==> config.mk <==
export PLATFORM = sky130hd
export DESIGN_NAME = bbat_ctrl
export DESIGN_NICKNAME = d
export VERILOG_FILES = /design/src/sv/bbat_pkg.sv /design/src/sv/bbat_ctrl.sv
export VERILOG_INCLUDE_DIRS = /design/src /design/src/sv
export SDC_FILE = /design/constraint.sdc
export NUM_CORES = 1
export LEC_CHECK = 0
export BUFFER_PORTS_ARGS = -buffer_cell sky130_fd_sc_hd__buf_2
export CELL_PAD_IN_SITES_DETAIL_PLACEMENT = 1
export CELL_PAD_IN_SITES_GLOBAL_PLACEMENT = 2
export CORE_MARGIN = 5
export CORE_UTILIZATION = 30
export DETAILED_ROUTE_END_ITERATION = 8
export PLACE_DENSITY = 0.91
export SYNTH_ARGS = -nofsm -noshare
export SYNTH_HDL_FRONTEND = slang
export SYNTH_SLANG_ARGS = --single-unit
==> constraint.sdc <==
create_clock -name clock -period 3.2 [get_ports clock]
set_clock_uncertainty 0.2 [all_clocks]
set_input_delay 0.16 -clock clock [delete_from_list [all_inputs] [get_ports clock]]
set_output_delay 0.16 -clock clock [all_outputs]
set_load 0.02 [all_outputs]
==> src/sv/bounding_box_accumulate_transform_top_macros.svh <==
// assertion macros for the bounding box block
// used by the controller; no other dependencies
`ifndef BOUNDING_BOX_ACCUMULATE_TRANSFORM_TOP_MACROS_SVH
`define BOUNDING_BOX_ACCUMULATE_TRANSFORM_TOP_MACROS_SVH
`ifndef SYNTH
`define BBAT_ASSERT_IMPL(lbl, clk, rst, ante, cons, msg) \
   lbl: assert property (@(posedge clk) disable iff (rst) (ante) |-> (cons)) \
      else $error(msg);
`define BBAT_ASSERT_NEXT(lbl, clk, rst, ante, cons, msg) \
   lbl: assert property (@(posedge clk) disable iff (rst) (ante) |=> (cons)) \
      else $error(msg);
`else
`define BBAT_ASSERT_IMPL(lbl, clk, rst, ante, cons, msg)
`define BBAT_ASSERT_NEXT(lbl, clk, rst, ante, cons, msg)
`endif
`endif

==> src/sv/bbat_pkg.sv <==
// shared constants and types for the bounding box block
// no dependencies
package bbat_pkg;

   localparam int COORD_BITS_DEF       = 24;
   localparam int MATRIX_BITS_DEF      = 16;
   localparam int MATRIX_FRAC_BITS_DEF = 12;

   localparam int CSR_ADDR_BITS = 3;

   localparam logic [1:0] CMD_CLEAR = 2'd0;
   localparam logic [1:0] CMD_ADD   = 2'd1;
   localparam logic [1:0] CMD_TEST  = 2'd2;
   localparam logic [1:0] CMD_XFORM = 2'd3;

   localparam logic [CSR_ADDR_BITS-1:0] REG_ROW_X   = 3'd0;
   localparam logic [CSR_ADDR_BITS-1:0] REG_ROW_Y   = 3'd1;
   localparam logic [CSR_ADDR_BITS-1:0] REG_ROW_Z   = 3'd2;
   localparam logic [CSR_ADDR_BITS-1:0] REG_SHIFT_X = 3'd3;
   localparam logic [CSR_ADDR_BITS-1:0] REG_SHIFT_Y = 3'd4;
   localparam logic [CSR_ADDR_BITS-1:0] REG_SHIFT_Z = 3'd5;

   typedef struct packed {
      logic       take;      // input word accepted this cycle
      logic       load_out;  // load the result register
      logic       issue;     // start one corner/axis product
      logic [2:0] corner;
      logic [1:0] axis;
      logic       commit;    // transformed box replaces the box
   } dp_cmd_type;

   typedef struct packed {
      logic box_empty;
   } dp_status_type;

endpackage

==> src/sv/bbat_ctrl.sv <==
// controller: handshakes and the corner sequence of a transform
// uses bbat_pkg and the assertion macros header
`include "bounding_box_accumulate_transform_top_macros.svh"
module bbat_ctrl import bbat_pkg::*; (
   input  logic          clock,
   input  logic          reset,
   input  logic          req_tvalid,
   output logic          req_tready,
   input  logic [1:0]    req_command,
   output logic          rsp_tvalid,
   input  logic          rsp_tready,
   input  dp_status_type status,
   output dp_cmd_type    cmd
);

   localparam logic [1:0] ST_IDLE   = 2'd0;
   localparam logic [1:0] ST_ISSUE  = 2'd1;
   localparam logic [1:0] ST_DRAIN  = 2'd2;
   localparam logic [1:0] ST_COMMIT = 2'd3;

   logic [1:0] state_ff, state_in;
   logic [2:0] corner_ff, corner_in;
   logic [1:0] axis_ff, axis_in;
   logic       drain_ff, drain_in;
   logic       rsp_valid_ff, rsp_valid_in;
   logic       out_free;
   logic       start;

   assign out_free   = !rsp_valid_ff || rsp_tready;
   assign req_tready = (state_ff == ST_IDLE) && out_free;
   assign rsp_tvalid = rsp_valid_ff;
   assign start      = req_tvalid && req_tready && (req_command == CMD_XFORM)
                       && !status.box_empty;

   always_comb begin
      state_in     = state_ff;
      corner_in    = corner_ff;
      axis_in      = axis_ff;
      drain_in     = drain_ff;
      cmd          = '0;
      cmd.take     = req_tvalid && req_tready;
      cmd.corner   = corner_ff;
      cmd.axis     = axis_ff;
      unique case (state_ff)
         ST_IDLE: begin
            cmd.load_out = cmd.take && !start;
            if (start) begin
               state_in  = ST_ISSUE;
               corner_in = '0;
               axis_in   = '0;
            end
         end
         ST_ISSUE: begin
            cmd.issue = 1'b1;
            if (axis_ff == 2'd2) begin
               axis_in   = '0;
               corner_in = corner_ff + 3'd1;
               if (corner_ff == 3'd7) begin
                  state_in = ST_DRAIN;
                  drain_in = 1'b0;
               end
            end else begin
               axis_in = axis_ff + 2'd1;
            end
         end
         ST_DRAIN: begin
            // wait here while the sum and min/max stages empty
            drain_in = 1'b1;
            if (drain_ff) begin
               state_in = ST_COMMIT;
            end
         end
         ST_COMMIT: begin
            if (out_free) begin
               cmd.commit   = 1'b1;
               cmd.load_out = 1'b1;
               state_in     = ST_IDLE;
            end
         end
         default: state_in = ST_IDLE;
      endcase
      rsp_valid_in = cmd.load_out ? 1'b1 : (rsp_tready ? 1'b0 : rsp_valid_ff);
   end

   always_ff @(posedge clock) begin
      if (reset) begin
         state_ff     <= ST_IDLE;
         corner_ff    <= '0;
         axis_ff      <= '0;
         drain_ff     <= 1'b0;
         rsp_valid_ff <= 1'b0;
      end else begin
         state_ff     <= state_in;
         corner_ff    <= corner_in;
         axis_ff      <= axis_in;
         drain_ff     <= drain_in;
         rsp_valid_ff <= rsp_valid_in;
      end
   end

   `BBAT_ASSERT_NEXT(a_start_issue, clock, reset, start, (state_ff == ST_ISSUE) && (corner_ff == 3'd0) && (axis_ff == 2'd0), "transform did not begin at first corner")
   `BBAT_ASSERT_IMPL(a_axis_range, clock, reset, state_ff == ST_ISSUE, axis_ff != 2'd3, "axis counter out of range")
   `BBAT_ASSERT_NEXT(a_last_drain, clock, reset, (state_ff == ST_ISSUE) && (corner_ff == 3'd7) && (axis_ff == 2'd2), state_ff == ST_DRAIN, "corner sequence overran")
   `BBAT_ASSERT_NEXT(a_commit_out, clock, reset, cmd.commit, rsp_valid_ff, "committed box not presented")

endmodule

==> flow_summary.ini, run 1 <==
[final_layout]
multiInputGateArea_sq_um = 380
syn_to_final_growth_pct = 22.7
nFillCells = 268
nets = 100
drive_gt1_share_pct = 25.9
regArea_sq_um = 180
diodes = 0

[sta]
finalCritPeriodShare_pct = 62.9
rsz0062_at_grt = no
setup_tns_ps = 0
slew_headroom_pct = 61.2
fmax_mhz = 496
setup_viol = 0
hold_viol = 0
finalCriticalPeriod_ps = 2010
tightestPinTransition_ps = 582
report.final.slew_viol_count = 0

[clock_tree]
cts-root-buf = clkbuf_4
ctsHoldBuffers = 1
path_clk_slew_ps = 70
h-tree-depth = 1
cts_resized = 0
cts_tree = built
clock_latency_ps = 270
numCtsBuffers = 3
cts_buffer_depth = 2
cts_sinks = 9
cts_setup_buffers = 0

[logic_synthesis]
synthMuxAreaShare_pct = 1.68
ys_top_cells_by_count = dfxtp_1, ha_1, a21oi_1, nor2_1
ys_async_sr_fraction_pct = 0
synthDistinctLibCells = 30
synth.top_cell.area_share_pct = 30.3
yosys_most_used_dff = dfxtp_1
ys_seq_area_share_pct = 30.3
syn_nets = 81
synth-edff-count = 0
yosys_warnings = 0
synth_area_sq_um = 596
ys_seq_elements = 9
yosysMostFrequentCell = dfxtp_1
synth_cells = 67
synthTopCellsByArea = dfxtp_1, ha_1, a21oi_1
synth_xor_area_share_pct = 0
synth_fa_ha_area_share_pct = 14.7
synth_compound_area_share_pct = 21.0
post-synth-top-area-cell = dfxtp_1
synth_top_family_by_area = simple AND/OR/NAND/NOR gates
syn_area_per_cell_sq_um = 8.89
synth-simple-area-share_pct = 26.5

[die]
initial_core_util_pct = 31.0
die-width_um = 54.6
die_area_sq_um = 2980
rows = 16
coreArea_sq_um = 1920
fp.dieH_um = 54.6
io_pins = 18

[flow_run]
drv_cap = 0

[critical_path]
required_ps = 3180
worstPathArrival_ps = 2000
path_class = flop to flop
crit_fanout = 4
worstSetupEndpointType = flop
cp-start-kind = flop

[global_routing]
antenna_found_initial = 0
grt_pass1_vias = 554
grt_util_all_layers_pct = 12.4
grt_max_degree = 12
grt-ovfl-total = 0
grt_pass1_wl_um = 2460

[power]
power_mw = 0.453
p_leak_nw = 0.371
peakVddDrop_uv = 331
powerDensity_nw_per_um2 = 620

[place]
place.port_buffers = 17
routabilityCongestion = 0.729
dpl.hpwl_um = 1170

[hold_path]
hold_class = input pin to flop

[routing]
drcViolationCount = 0
avgViaCountPerCell = 4.93
drt_iter0_markers = 6
wire_per_inst_um = 13.8
vias = 552
dr.pass1.iters = 4
ant_nets = 0
routed_wl_um = 1540

[status]
outcome = completed
-- per-stage QoR --
stage               area, sq um  utilization, %  cells  hold WS (ps)  setup WS [ps]
floorplan                   596               -     67           200           1270
global placement            694            36.1    107           269           1280
detailed placement          694            36.1    107           273           1240
CTS                         731            38.0    112          55.2           1160
global route                731            38.0    112          64.9           1040
finish                      731            38.0    112          67.3           1190
-- critical path, cell delays in order, from the launching register on --
cell and delay, ps:
dfxtp_1 400, inv_1 110, ha_1 250, a222oi_1 590
a21oi_1 140, a311oi_1 240
-- registers in the layout, summed over array words and instances (netlist names) --
register and cells:
axis_ff 2, state_ff 2, rsp_tvalid 1, corner_ff 3, drain_ff 1
-- cells in the final DEF (no fill, tap or decap), types with 2 or more instances in the layout --
master / synthesis / routed
inv_1: 4 / 4
nand2_1: 4 / 4
nor2_1: 5 / 5
nand4_1: 2 / 2
clkbuf_4: 0 / 3
nor2b_1: 2 / 2
buf_2: 1 / 17
a21oi_1: 6 / 6
ha_1: 7 / 7
dfxtp_1: 9 / 9
o21ai_0: 3 / 3
nand4b_1: 3 / 3
o21ba_1: 2 / 2
nor3_1: 2 / 2
-- layout make-up --
class / instances / area share [%]
clock buffer: 4 / 3.60
timing repair buffer: 18 / 13.0
multi-input combinational: 50 / 52.1
tap: 27 / 4.62
sequential: 9 / 24.7
inverter: 4 / 2.05
-- report_power, final --
group	leakage, nW	internal (mW)	switching, mW
registers	0.0729	0.127	0.0142
logic	0.283	0.0806	0.138
clock network	0.0150	0.0483	0.0444
-- metal layers --
layer | GRT usage (%) | part of all wire (%) | vias up
met2 | 21.3 | 50 | 16
li1 | - | - | 281
met5 | 0 | 0 | -
met1 | 12.4 | 41 | 250
met4 | 6.22 | 1.9 | 0
met3 | 5.72 | 6.6 | 5
-- cell families (layout without fill, tap and decap cells) --
| group | Yosys count | count (layout) |
|---|---|---|
| simple gates | 24 | 24 |
| compound gates | 18 | 18 |
| fa+ha+maj | 7 | 7 |
| mux | 1 | 1 |
| flops | 9 | 9 |
| buf+inv | 8 | 26 |
-- path summary, 6_finish.rpt --
kind,startpoint,to,slack (ps),cells after the start
worst max-delay path,state_ff[0],state_ff[0],1190,5
worst min-delay path,rsp_tready,rsp_tvalid,70,3
worst max register to register,state_ff[0],state_ff[0],1190,5
worst min register to register,corner_ff[1],corner_ff[1],300,2
No activity file was read; power rests on OpenSTA's default activity.
==> run 2, diff against run 1 <==
- CORE_UTILIZATION: 30 -> 28
- PLACE_DENSITY: 0.91 -> 0.86
- clock period: 3.2 -> 1.96 ns (I/O delays scaled with it)
==> run 2 against run 1 <==
Sequential power up 65%. Clock-buffer cell count unchanged. Clock power up 55%. Die area up 5.8%. Worst hold slack better by 9.6 ps. Largest power group unchanged.
==> flow_summary.ini, run 2 (synthesis gave the netlist of run 1 again) <==
[routing]
drcViolationCount = 0
ant_nets = 0
routed_wl_um = 1590
vias = 568
wire_per_inst_um = 13.8
avgViaCountPerCell = 4.94
dr.pass1.iters = 4
drt_iter0_markers = 1

[place]
dpl.hpwl_um = 1200
routabilityCongestion = 0.830
dp_slack_ps = 162
place.port_buffers = 17

[sta]
slew_headroom_pct = 73.1
fmax_mhz = 540
report.final.slew_viol_count = 0
whs_ps = 76.9
setup_tns_ps = 0
finalCritPeriodShare_pct = 94.6
rsz0062_at_grt = no
finalWorstSetupSlack_ps = 107
tightestPinTransition_ps = 403
setup_viol = 0
finalCriticalPeriod_ps = 1850
hold_viol = 0

[critical_path]
path_class = flop to flop
required_ps = 1920
crit_fanout = 4
worstPathArrival_ps = 1810
worstSetupEndpointType = flop
cp-start-kind = flop

[clock_tree]
cts_sinks = 9
cts-root-buf = clkbuf_4
cts_buffer_depth = 2
h-tree-depth = 1
cts_setup_buffers = 0
path_clk_slew_ps = 60
clock_latency_ps = 260
cts_tree = built
numCtsBuffers = 3

[die]
coreArea_sq_um = 2000
die_area_sq_um = 3150
io_pins = 18
fp.dieH_um = 56.1
rows = 16
die-width_um = 56.1
initial_core_util_pct = 29.7

[final_layout]
drive_gt1_share_pct = 29.5
top_register = corner_ff
nFillCells = 253
layout_commonest_cell = buf_2
nets = 103
diodes = 0
largest_reg_flops = 3
top_regs = corner_ff x3, axis_ff x2, state_ff x2
layout_common_cells = buf_2, dfxtp_1, a21oi_1, ha_1, nor2_1
syn_to_final_growth_pct = 29.2
fin_util_pct = 38.4

[flow_run]
drv_cap = 0

[hold_path]
hold_class = input pin to flop

[global_routing]
grt_util_all_layers_pct = 10.4
grt_max_degree = 11
grt-ovfl-total = 0
grt_pass1_wl_um = 2580
antenna_found_initial = 0
grt_pass1_vias = 597

[status]
outcome = completed

[power]
p_leak_nw = 0.387
peakVddDrop_uv = 393
powerDensity_nw_per_um2 = 1020
[run 2: changes by cell type in the layout (fill, tap and decap cells not counted), sizes merged]
cell / delta
buf: +2
dlygate4sd3: +1
[run 2: area by class of cell]
type / count / area [sq um] / area share [%]
clock buffer: 4 / 26.3 / 3.41
multi-input combinational: 50 / 393 / 51.1
sequential: 9 / 181 / 23.6
inverter: 4 / 15.0 / 1.95
timing repair buffer: 21 / 120 / 15.6
tap: 27 / 33.8 / 4.39
[run 2: stage by stage]
step	cells	cell area [sq um]	total power, mW
after floorplan	67	596	0.510
after global placement	109	709	0.604
after detailed placement	109	709	0.616
after CTS	115	756	0.772
after global routing	115	769	0.847
final	115	769	0.783
[run 2: critical path, stage by stage (launching register included)]
cell and delay (ps):
dfxtp_1 370, ha_1 170, ha_1 180, nand3b_4 100, a222oi_1 330, a21oi_1 120, a311oi_1 270
[run 2: power breakdown]
part           switching [mW]  leakage [nW]  internal (mW)
Sequential             0.0233        0.0733          0.209
Clock                  0.0656        0.0150         0.0785
Combinational           0.242         0.299          0.164
Total                   0.331         0.387          0.452
[run 2: final timing paths]
kind | from | end | slack (ps) | depth (start not counted)
min | req_tvalid | axis_ff[1] | 80 | 4
max reg2reg | corner_ff[0] | state_ff[0] | 110 | 6
max | corner_ff[0] | state_ff[0] | 110 | 6
min reg2reg | corner_ff[2] | corner_ff[2] | 300 | 2
[run 2: metal layers]
| layer | part of all wire [%] | wire, um | track usage, % |
|---|---|---|---|
| met5 | 0 | 0 | 0 |
| met4 | 1.4 | 23 | 3.05 |
| met3 | 5.5 | 87 | 5.80 |
| met2 | 50 | 799 | 18.9 |
| met1 | 43 | 682 | 10.1 |
[run 2: repair_timing]
item	CTS	global route
hold endpoints to repair	8	0
hold buffers	2	0
resized for setup	0	3
endpoints found under the setup margin	0	2
